<file path="config.mk">
export PLATFORM = sky130hd
export DESIGN_NAME = rsa_keygen_modexp_unit
export DESIGN_NICKNAME = d
export VERILOG_FILES = /design/src/rsakm_pkg.sv /design/src/rsa_keygen_modexp_unit.sv
export SDC_FILE = /design/constraint.sdc
export NUM_CORES = 2
export LEC_CHECK = 0
export BUFFER_PORTS_ARGS = -buffer_cell sky130_fd_sc_hd__buf_2
export CAP_MARGIN = 15
export CELL_PAD_IN_SITES_DETAIL_PLACEMENT = 2
export CELL_PAD_IN_SITES_GLOBAL_PLACEMENT = 2
export CORE_MARGIN = 8
export CORE_UTILIZATION = 33
export CTS_CLUSTER_SIZE = 16
export DETAILED_ROUTE_END_ITERATION = 7
export GPL_TIMING_DRIVEN = 0
export HOLD_SLACK_MARGIN = 0.06
export PLACE_DENSITY_LB_ADDON = 0.1
export SLEW_MARGIN = 20
export SYNTH_ARGS = -nofsm -noshare
export SYNTH_HDL_FRONTEND = slang
export SYNTH_SLANG_ARGS = --single-unit
</file>
<file path="constraint.sdc">
create_clock -name clk_i -period 10.8 [get_ports clk_i]
set_clock_uncertainty 0.15 [all_clocks]
set_input_delay 0 -clock clk_i [delete_from_list [all_inputs] [get_ports clk_i]]
set_output_delay 0 -clock clk_i [all_outputs]
set_load 0.02 [all_outputs]
</file>
<file path="src/rsakm_pkg.sv">
// Shared types and codes for the RSA key generation and modular exponent unit.
// No dependencies.
`default_nettype none
package rsakm_pkg;

  typedef enum logic [1:0] {
    OP_GENERATE = 2'd0,
    OP_ENCRYPT  = 2'd1,
    OP_DECRYPT  = 2'd2,
    OP_NONE     = 2'd3
  } op_e;

  typedef enum logic [1:0] {
    ST_OK       = 2'd0,
    ST_NO_KEYS  = 2'd1,
    ST_GEN_FAIL = 2'd2,
    ST_UNUSED   = 2'd3
  } status_e;

  localparam logic REG_PRIME_P = 1'b0;
  localparam logic REG_PRIME_Q = 1'b1;

  localparam logic [15:0] PRIME_P_RESET = 16'd4001;
  localparam logic [15:0] PRIME_Q_RESET = 16'd4003;

  localparam int OUT_W = 96;

endpackage
`default_nettype wire

</file>
<file path="src/rsa_keygen_modexp_unit.sv">
// Top level of the RSA key generation and modular exponent unit.
// Depends on rsakm_pkg.
//
// Usage: a request on the slave stream carries the operation in tuser and the
// value in tdata. Generate forms n = p*q, picks e (smallest >= 2 coprime to
// phi) with a binary gcd, and d with extended Euclid on a shift-subtract
// divider. Encrypt and decrypt run square-and-multiply on a bit-serial modular
// multiplier: up to 64 multiplications plus one reduction. Generate runs the
// gcd search, then per Euclid step a check, a divide with the quotient times
// nt accumulated alongside, and an update.
// One request is worked at a time; tready is high only while the engine is
// idle, even while a finished result waits on the master side.
// Each request gives one result; if the receiver stalls, the result holds in
// the output register and the next request may still be taken.
// Reset restores the factors to 4001 and 4003 and clears the keys.
// The config channel is always ready; index 0 writes p, index 1 writes q.
`default_nettype none
module rsa_keygen_modexp_unit
  import rsakm_pkg::*;
#(
  parameter int PRIME_BITS = 16
) (
  input  wire logic                clk_i,
  input  wire logic                rst_ni,
  input  wire logic                s_axis_tvalid,
  output logic                     s_axis_tready,
  input  wire logic [31:0]         s_axis_tdata,  // value
  input  wire logic [1:0]          s_axis_tuser,  // operation
  output logic                     m_axis_tvalid,
  input  wire logic                m_axis_tready,
  output logic [OUT_W-1:0]         m_axis_tdata,  // result, public_exponent, private_exponent
  output logic [1:0]               m_axis_tuser,  // status
  input  wire logic                cfg_valid_i,
  output logic                     cfg_ready_o,
  input  wire logic [0:0]          cfg_index_i,
  input  wire logic [15:0]         cfg_data_i
);

  localparam int FactW = (PRIME_BITS >= 16) ? 16 : PRIME_BITS;

  typedef enum logic [4:0] {
    S_IDLE, S_GEN, S_PHI, S_PHICHK, S_GCD, S_EMOD, S_EE_CHK, S_EE_DIV,
    S_EE_UPD, S_EE_FIN, S_RED, S_EXP_CHK, S_MUL_ACC, S_SQR, S_FINISH
  } state_e;

  state_e state_q;
  logic [15:0] p_q, q_q;
  logic [31:0] mod_q, pub_q, priv_q;
  logic        keys_q;
  logic [31:0] nn_q, phi_q, e_q, ga_q, gb_q;
  logic [31:0] r_q, nr_q;
  logic signed [33:0] t_q, nt_q, prod_q;
  logic [31:0] dv_rem_q, dv_quo_q, dv_den_q;
  logic [31:0] mm_a_q, mm_b_q, mm_acc_q;
  logic [31:0] ex_q, base_q, acc_q, res_q;
  logic [4:0]  cnt_q;
  logic [1:0]  st_q;
  logic        m_valid_q;
  logic [OUT_W-1:0] m_data_q;
  logic [1:0]  m_user_q;

  logic [15:0] pm, qm;
  assign pm = 16'(p_q[FactW-1:0]);
  assign qm = 16'(q_q[FactW-1:0]);

  // divider step
  logic [32:0] dv_sh, dv_sub;
  logic        dv_bit;
  assign dv_sh  = {dv_rem_q, dv_quo_q[31]};
  assign dv_sub = dv_sh - {1'b0, dv_den_q};
  assign dv_bit = (dv_sh >= {1'b0, dv_den_q});

  // modular multiplier step: acc = (2*acc + abit*b) mod n
  logic [33:0] mm_r, mm_m, mm_2m, mm_res34;
  logic [31:0] mm_res;
  always_comb begin
    mm_m  = {2'b0, mod_q};
    mm_2m = {1'b0, mod_q, 1'b0};
    mm_r  = {1'b0, mm_acc_q, 1'b0} + (mm_a_q[31] ? {2'b0, mm_b_q} : 34'd0);
    if (mm_r >= mm_2m) begin
      mm_res34 = mm_r - mm_2m;
    end else if (mm_r >= mm_m) begin
      mm_res34 = mm_r - mm_m;
    end else begin
      mm_res34 = mm_r;
    end
    mm_res = mm_res34[31:0];
  end

  logic signed [33:0] phi_s, d_t, d_fin;
  assign phi_s  = $signed({2'b0, phi_q});
  assign d_t    = t_q[33] ? t_q + phi_s : t_q;
  assign d_fin  = (d_t < 34'sd2) ? d_t + phi_s : d_t;

  assign s_axis_tready = (state_q == S_IDLE);
  assign cfg_ready_o   = 1'b1;
  assign m_axis_tvalid = m_valid_q;
  assign m_axis_tdata  = m_data_q;
  assign m_axis_tuser  = m_user_q;

  always_ff @(posedge clk_i or negedge rst_ni) begin
    if (!rst_ni) begin
      state_q   <= S_IDLE;
      p_q       <= PRIME_P_RESET;
      q_q       <= PRIME_Q_RESET;
      mod_q     <= '0;
      pub_q     <= '0;
      priv_q    <= '0;
      keys_q    <= 1'b0;
      m_valid_q <= 1'b0;
      cnt_q     <= '0;
    end else begin
      if (cfg_valid_i) begin
        unique case (cfg_index_i)
          REG_PRIME_P: p_q <= cfg_data_i;
          REG_PRIME_Q: q_q <= cfg_data_i;
          default: ;
        endcase
      end
      if (m_valid_q && m_axis_tready) m_valid_q <= 1'b0;

      unique case (state_q)
        S_IDLE: begin
          if (s_axis_tvalid) begin
            res_q <= '0;
            st_q  <= ST_OK;
            unique case (op_e'(s_axis_tuser))
              OP_GENERATE: state_q <= S_GEN;
              OP_ENCRYPT, OP_DECRYPT: begin
                if (!keys_q || mod_q == '0) begin
                  st_q    <= ST_NO_KEYS;
                  state_q <= S_FINISH;
                end else begin
                  ex_q     <= (op_e'(s_axis_tuser) == OP_ENCRYPT) ? pub_q : priv_q;
                  mm_a_q   <= s_axis_tdata;
                  mm_b_q   <= 32'd1;
                  mm_acc_q <= '0;
                  cnt_q    <= '0;
                  state_q  <= S_RED;
                end
              end
              default: state_q <= S_FINISH;
            endcase
          end
        end
        S_GEN: begin
          if (pm < 16'd2 || qm < 16'd2) begin
            keys_q  <= 1'b0;
            mod_q   <= '0;
            pub_q   <= '0;
            priv_q  <= '0;
            st_q    <= ST_GEN_FAIL;
            state_q <= S_FINISH;
          end else begin
            nn_q    <= 32'(pm) * 32'(qm);
            state_q <= S_PHI;
          end
        end
        S_PHI: begin
          phi_q   <= 32'(pm - 16'd1) * 32'(qm - 16'd1);
          state_q <= S_PHICHK;
        end
        S_PHICHK: begin
          if (phi_q < 32'd2) begin
            keys_q  <= 1'b0;
            mod_q   <= '0;
            pub_q   <= '0;
            priv_q  <= '0;
            st_q    <= ST_GEN_FAIL;
            state_q <= S_FINISH;
          end else begin
            e_q     <= 32'd2;
            ga_q    <= 32'd2;
            gb_q    <= phi_q;
            state_q <= S_GCD;
          end
        end
        S_GCD: begin
          priority if (ga_q == '0 || gb_q == '0 || (!ga_q[0] && !gb_q[0])) begin
            if ((ga_q == '0 && gb_q == 32'd1) || (gb_q == '0 && ga_q == 32'd1)) begin
              dv_rem_q <= '0;
              dv_quo_q <= e_q;
              dv_den_q <= phi_q;
              cnt_q    <= '0;
              state_q  <= S_EMOD;
            end else begin
              e_q  <= e_q + 32'd1;
              ga_q <= e_q + 32'd1;
              gb_q <= phi_q;
            end
          end else if (!ga_q[0]) begin
            ga_q <= ga_q >> 1;
          end else if (!gb_q[0]) begin
            gb_q <= gb_q >> 1;
          end else if (ga_q >= gb_q) begin
            ga_q <= ga_q - gb_q;
          end else begin
            gb_q <= gb_q - ga_q;
          end
        end
        S_EMOD, S_EE_DIV: begin
          dv_rem_q <= dv_bit ? dv_sub[31:0] : dv_sh[31:0];
          dv_quo_q <= {dv_quo_q[30:0], dv_bit};
          cnt_q    <= cnt_q + 5'd1;
          // quotient bits arrive MSB first: accumulate quotient * nt
          if (state_q == S_EE_DIV) begin
            prod_q <= (prod_q <<< 1) + (dv_bit ? nt_q : 34'sd0);
          end
          if (cnt_q == 5'd31) begin
            if (state_q == S_EMOD) begin
              r_q     <= phi_q;
              nr_q    <= dv_bit ? dv_sub[31:0] : dv_sh[31:0];
              t_q     <= 34'sd0;
              nt_q    <= 34'sd1;
              state_q <= S_EE_CHK;
            end else begin
              state_q <= S_EE_UPD;
            end
          end
        end
        S_EE_CHK: begin
          if (nr_q == '0) begin
            state_q <= S_EE_FIN;
          end else begin
            dv_rem_q <= '0;
            dv_quo_q <= r_q;
            dv_den_q <= nr_q;
            prod_q   <= 34'sd0;
            cnt_q    <= '0;
            state_q  <= S_EE_DIV;
          end
        end
        S_EE_UPD: begin
          t_q     <= nt_q;
          nt_q    <= t_q - prod_q;
          r_q     <= nr_q;
          nr_q    <= dv_rem_q;
          state_q <= S_EE_CHK;
        end
        S_EE_FIN: begin
          mod_q   <= nn_q;
          pub_q   <= e_q;
          priv_q  <= d_fin[31:0];
          keys_q  <= 1'b1;
          res_q   <= nn_q;
          state_q <= S_FINISH;
        end
        S_RED, S_MUL_ACC, S_SQR: begin
          mm_acc_q <= mm_res;
          mm_a_q   <= {mm_a_q[30:0], 1'b0};
          cnt_q    <= cnt_q + 5'd1;
          if (cnt_q == 5'd31) begin
            cnt_q    <= '0;
            mm_acc_q <= '0;
            unique case (state_q)
              S_RED: begin
                base_q  <= mm_res;
                acc_q   <= 32'd1;
                state_q <= S_EXP_CHK;
              end
              S_MUL_ACC: begin
                acc_q   <= mm_res;
                mm_a_q  <= base_q;
                mm_b_q  <= base_q;
                state_q <= S_SQR;
              end
              default: begin
                base_q  <= mm_res;
                ex_q    <= ex_q >> 1;
                state_q <= S_EXP_CHK;
              end
            endcase
          end
        end
        S_EXP_CHK: begin
          cnt_q    <= '0;
          mm_acc_q <= '0;
          if (ex_q == '0) begin
            res_q   <= acc_q;
            state_q <= S_FINISH;
          end else if (ex_q[0]) begin
            mm_a_q  <= acc_q;
            mm_b_q  <= base_q;
            state_q <= S_MUL_ACC;
          end else begin
            mm_a_q  <= base_q;
            mm_b_q  <= base_q;
            state_q <= S_SQR;
          end
        end
        S_FINISH: begin
          if (!m_valid_q || m_axis_tready) begin
            m_valid_q <= 1'b1;
            m_data_q  <= {(keys_q ? priv_q : 32'd0), (keys_q ? pub_q : 32'd0), res_q};
            m_user_q  <= st_q;
            state_q   <= S_IDLE;
          end
        end
        default: state_q <= S_IDLE;
      endcase
    end
  end

endmodule
`default_nettype wire

</file>
Word level (Yosys, flattened, before mapping)
Index checks and enable logic that the tools add are counted.
- logic and storage cells: 289
- input bits: 56
- output and inout port bits: 101
- register bits: 886
- reduce and logical (&&, ||, !) cells: 62
- $lt $le $gt $ge: 8
- bitwise gates (word level): 3
- $add $sub $neg: 14
- mux-type cells: 122
- eq/ne operators: 43
- $mul: 2
- operators with widths (kind ; number):
    32-bit 2-to-1 mux ; 58
    32-bit case mux with 3 select lines ; 9
    32-bit case mux with 2 select lines ; 8
    34-bit 2-to-1 mux ; 8
    34-bit case mux with 2 select lines ; 3
    32-bit zero test ; 5
    32-bit subtractor ; 5
    5-bit 2-to-1 mux ; 13
    32-bit by 1-bit equality test with 1-bit output (second input constant) ; 2
    5-bit case mux with 12 select lines ; 1
    2-bit inequality test (second input constant) ; 18
    5-bit by 4-bit equality test with 1-bit output (second input constant) ; 7
    33-bit by 32-bit adder with 34-bit output ; 1
    34-bit by 33-bit adder with 34-bit output ; 1
    34-bit adder ; 1
    34-bit by 32-bit >= comparator with 1-bit output ; 1
    34-bit by 33-bit >= comparator with 1-bit output ; 1
    34-bit by 3-bit less-than comparator with 1-bit output (second input constant) ; 1
    16-bit by 1-bit subtractor with 17-bit output (second input constant) ; 2
    34-bit subtractor ; 1
    33-bit by 32-bit >= comparator with 1-bit output ; 1
    32-bit by 1-bit adder with 32-bit output (second input constant) ; 1
    32-bit adder ; 1
    32-bit >= comparator ; 1
    other kinds (40) ; 104

Logic depth before layout (Yosys ltp)
- depth after elaboration: 7
- mapped depth: 32
- gate-level depth less buffers: 31

Least setup slack after synthesis
Ideal clock, no wire load.
- path type: reg2reg
- start point: register state_q[3]
- end point: register nr_q[0], enable pin
- cell stages (with the launch flop): 8
- data required time: 9.838 ns
- slack: -1.106 ns
- buffers on the path: 2
- clock period less this slack: 11.906 ns
- data arrival time: 10.944 ns
- setup time: 0.812 ns
- cell sequence: dfrtp_1 -> clkbuf_1 -> inv_1 -> nand2_1 -> nor2_1 -> clkbuf_1 -> a22oi_1 -> nor3b_1
- cells in the longest elaborated chain, start to end: 4
- elaborated cells between the ends (all ways): 8
- classes of those cells: eq/ne (5); reduce/logical (3)
- ends and longest elaborated chain (element ; line ; RTL):
    start, declared ; rsa_keygen_modexp_unit.sv:46 ; state_e state_q;
    start signal, assigned ; rsa_keygen_modexp_unit.sv:103 ; state_q <= S_IDLE;
    start signal, assigned ; rsa_keygen_modexp_unit.sv:128 ; OP_GENERATE: state_q <= S_GEN;
    start signal, assigned ; rsa_keygen_modexp_unit.sv:132 ; state_q <= S_FINISH;
    5-bit by 3-bit equality test with 1-bit output, on equally long branches ; rsa_keygen_modexp_unit.sv:122, rsa_keygen_modexp_unit.sv:210 ;
    2-bit OR reduction ; rsa_keygen_modexp_unit.sv:122 ; unique case (state_q)
    2-bit inequality test (no source line) or 2-bit nonzero test (tied branches) ; - ;
    4-bit AND reduction (no source line) * ; - ;
    end signal, assigned ; rsa_keygen_modexp_unit.sv:212 ; nr_q <= dv_bit ? dv_sub[31:0] : dv_sh[31:0];
    end signal, assigned ; rsa_keygen_modexp_unit.sv:237 ; nr_q <= dv_rem_q;
    end, declared ; rsa_keygen_modexp_unit.sv:51 ; logic [31:0] r_q, nr_q;
Mark *: on every way between the ends. The rest lies on a longest branch, timed or not.
A chain may end at the register's enable or synchronous reset.

Worst setup path after layout
- start point: register q_q[5]
- end point: register phi_q[31] (data pin)
- cells in the longest elaborated chain, start to end: 2
- ends and longest elaborated chain (element ; line ; RTL):
    start, declared ; rsa_keygen_modexp_unit.sv:47 ; logic [15:0] p_q, q_q;
    start signal, assigned ; rsa_keygen_modexp_unit.sv:116 ; REG_PRIME_Q: q_q <= cfg_data_i;
    16-bit by 1-bit subtractor with 17-bit output ; rsa_keygen_modexp_unit.sv:160 ; phi_q <= 32'(pm - 16'd1) * 32'(qm - 16'd1);
    17-bit by 17-bit multiplier with 32-bit output ; rsa_keygen_modexp_unit.sv:160 ;
    end signal, assigned ; rsa_keygen_modexp_unit.sv:160 ;
    end, declared ; rsa_keygen_modexp_unit.sv:50 ; logic [31:0] nn_q, phi_q, e_q, ga_q, gb_q;
Every way passes these cells.

==> flow_summary.ini <==
[status]
status = finished clean

[logic_synthesis]
synth.avg_cell_area_sq_um = 9.77
synth-main-ff-cell = edfxtp_1
netlist_instances = 7505
synth_edf_count = 746
synth_seq_cells = 885
yosysWarnings = 0
ys_top_cells_by_area = edfxtp_1 31%, fa_1 13%, ha_1 8.8%
ys_seq_area_frac = 0.353
synth_top_area_share = 0.306
async_flop_share = 0.157
synth_top_cell_by_area = edfxtp_1
synth.cell_area_sq_mm = 0.0733
synth_nets = 8561
synth_cell_type_count = 87

[finish]
finalNonFillerCells = 11000
fin_util = 0.377
final_nets = 8991
mostFrequentLayoutCells = 873 x inv_1, 746 x edfxtp_1, 735 x nand2_1
design_area_sq_mm = 0.0835
area_delta_synth_final_pct = 13.9
final_common_cell = inv_1
drive_gt1_frac = 0.0745

[setup_path]
start_kind = register
reg2reg_to = phi_q[31]$_DFFE_PP_
slowest_delay_ps = 890
critPathMaxFanout = 10
critPathKind = register to register
path_buf_inv = 7
r2r_start = q_q[5]$_DFFE_PN1P_
crit_path_top_delay_cell = xor2_1
crit_required_ps = 11140
crit_top_cell = fa_1
worstPathArrival_ps = 10550
r2r.worst_path.cells = 31
critical_path.top_delay_family = adder cells
rrSetupSlack_ps = 590
endpoint_kind = register

[global_routing]
grt_max_degree = 80
grt_pass1_vias = 65700
grt_pass1_wl_microns = 445000
grt_overflow = 0
track_usage = 0.249
grt_antenna_before_repair = 19

[timing]
fin_hold_ws_ps = 173
maxSlewViolCount = 0
max_slew_margin = 0.185
fmax_mhz = 97.9
rsz0062_at_grt = no
setup-violations-final = 0
hold_viol = 0
worstMarginPinSlew_ps = 1220
min_period_over_period = 0.946
finalCriticalPeriod_ps = 10210

[placement]
portBuffers = 155
dp.cells = 10700
placed_area_sq_mm = 0.0788
place.gp.congestion = 0.881
dp_hpwl_microns = 243000

[hold_path]
hold_class = input port to register
worstHoldStart = s_axis_tdata[22]
min_path_cells = 4
holdPathEnd = mm_a_q[22]$_DFFE_PP_

[floorplanning]
die_area_sq_mm = 0.237
start_util = 0.331
core_area_sq_mm = 0.221
die_w_microns = 487
ios = 157
die_h_microns = 487
row_count = 173

[drt]
routed_wl_microns = 301000
drt.antenna.violating_nets = 0
first_pass_iters = 7
num_vias = 59500
vias_per_cell = 5.40
drc = 0
drt-initial-drc-count = 3733
wire_per_inst_microns = 27.3

[clock_network]
postCtsSetupBuffers = 0
clkLatencyLatePin_ps = 780
clock_path_buffers = 3
cts-root-buf = clkbuf_16
cts_tree = built
clk_pin_slew_worst_paths_ps = 60
h-tree-depth = 3
cts.sinks = 885
numCtsBuffers = 108

[run]
cap_violations = 0
worst max path at each step:
stage	from	endpoint	slack (ps)	cells after the start
2_1_floorplan	p_q[0]$_DFFE_PN1P_	phi_q[31]$_DFFE_PP_	2990	32
3_3_place_gp	rst_ni	ex_q[8]$_DFFE_PP_	-3740	4
3_5_place_dp	p_q[2]$_DFFE_PN0P_	phi_q[31]$_DFFE_PP_	-140	32
4_1_cts	p_q[2]$_DFFE_PN0P_	phi_q[31]$_DFFE_PP_	120	32
5_1_grt	p_q[2]$_DFFE_PN0P_	phi_q[31]$_DFFE_PP_	2	32
6_report	q_q[5]$_DFFE_PN1P_	phi_q[31]$_DFFE_PP_	590	31
registers in the layout, indices dropped and copies added, names as in the netlist, 34 cells and up:
name / flops
m_axis_tdata: 96
nt_q: 34
prod_q: 34
t_q: 34
cell usage after synthesis, drive strengths merged, types with 15 or more instances:
cell / count
a31oi: 53
o31ai: 44
a221oi: 55
ha: 514
a211o: 33
buf: 34
clkbuf: 303
nor2b: 49
or2: 19
o211ai: 30
nor2: 635
fa: 486
a211oi: 46
nor3b: 16
o21a: 55
nor3: 99
o21bai: 54
xnor2: 245
and3: 81
a21oi: 387
a21o: 164
mux2: 106
or3: 30
nand4: 43
nor4: 67
a22o: 103
edfxtp: 746
a222oi: 32
xor2: 154
nand2b: 75
nand3: 144
mux2i: 119
inv: 873
and2: 281
o21ai: 238
dfstp: 15
nand2: 735
o221ai: 34
dfrtp: 124
cells by family (layout without fill, tap and decap cells):
| family | count (synthesis) | in the layout | share of synthesized area |
|---|---|---|---|
| xor gates and xnor gates | 399 | 399 | 0.0477 |
| AOI/OAI and AO/OA | 1468 | 1468 | 0.136 |
| other | 1 | 13 | 0.0000512 |
| and+or+nand+nor | 2314 | 2314 | 0.148 |
| muxes | 225 | 225 | 0.0325 |
| buffers and inverters | 1213 | 1737 | 0.0623 |
| adders and majority gates | 1000 | 1000 | 0.220 |
| DFF | 885 | 885 | 0.353 |
metal layers:
metal	track usage	wire (microns)	up-vias
li1	-	-	26900
met1	0.336	136000	31100
met2	0.422	145000	1132
met3	0.0255	11800	338
met4	0.0748	9200	4
met5	0	27	-
area by class of cell:
type | instances | area, sq um
Fill cell | 24000 | 138000
Tap cell | 2975 | 3720
Clock inverter | 73 | 802
Inverter | 876 | 3290
Sequential cell | 885 | 25900
Clock buffer | 131 | 2850
Antenna cell | 12 | 30.0
Timing Repair Buffer | 320 | 2540
Buffer | 337 | 1300
Multi-Input combinational cell | 5407 | 43100
metrics by stage:
| stage | TNS, ps | setup WS [ps] |
|---|---|---|
| 6_report | 0 | 586 |
| 5_1_grt | 0 | 1.83 |
| 4_1_cts | 0 | 116 |
| 3_5_place_dp | -142 | -142 |
| 3_3_place_gp | -526700 | -3740 |
| 2_1_floorplan | 0 | 2990 |
worst min-delay path, stage by stage:
cell	delay (ps)
dlygate4sd3_1	550
buf_2	120
nand3_1	160
o221ai_1	120
repair_timing:
action                     in CTS  in global routing
gates resized for setup         1                 11
hold buffers                   99                  0
setup endpoints to repair       2                  5
hold endpoints to repair      285                  0
Power is not shown: default switching activity piles up to over one toggle a cycle in this logic, so the estimate is an artifact.
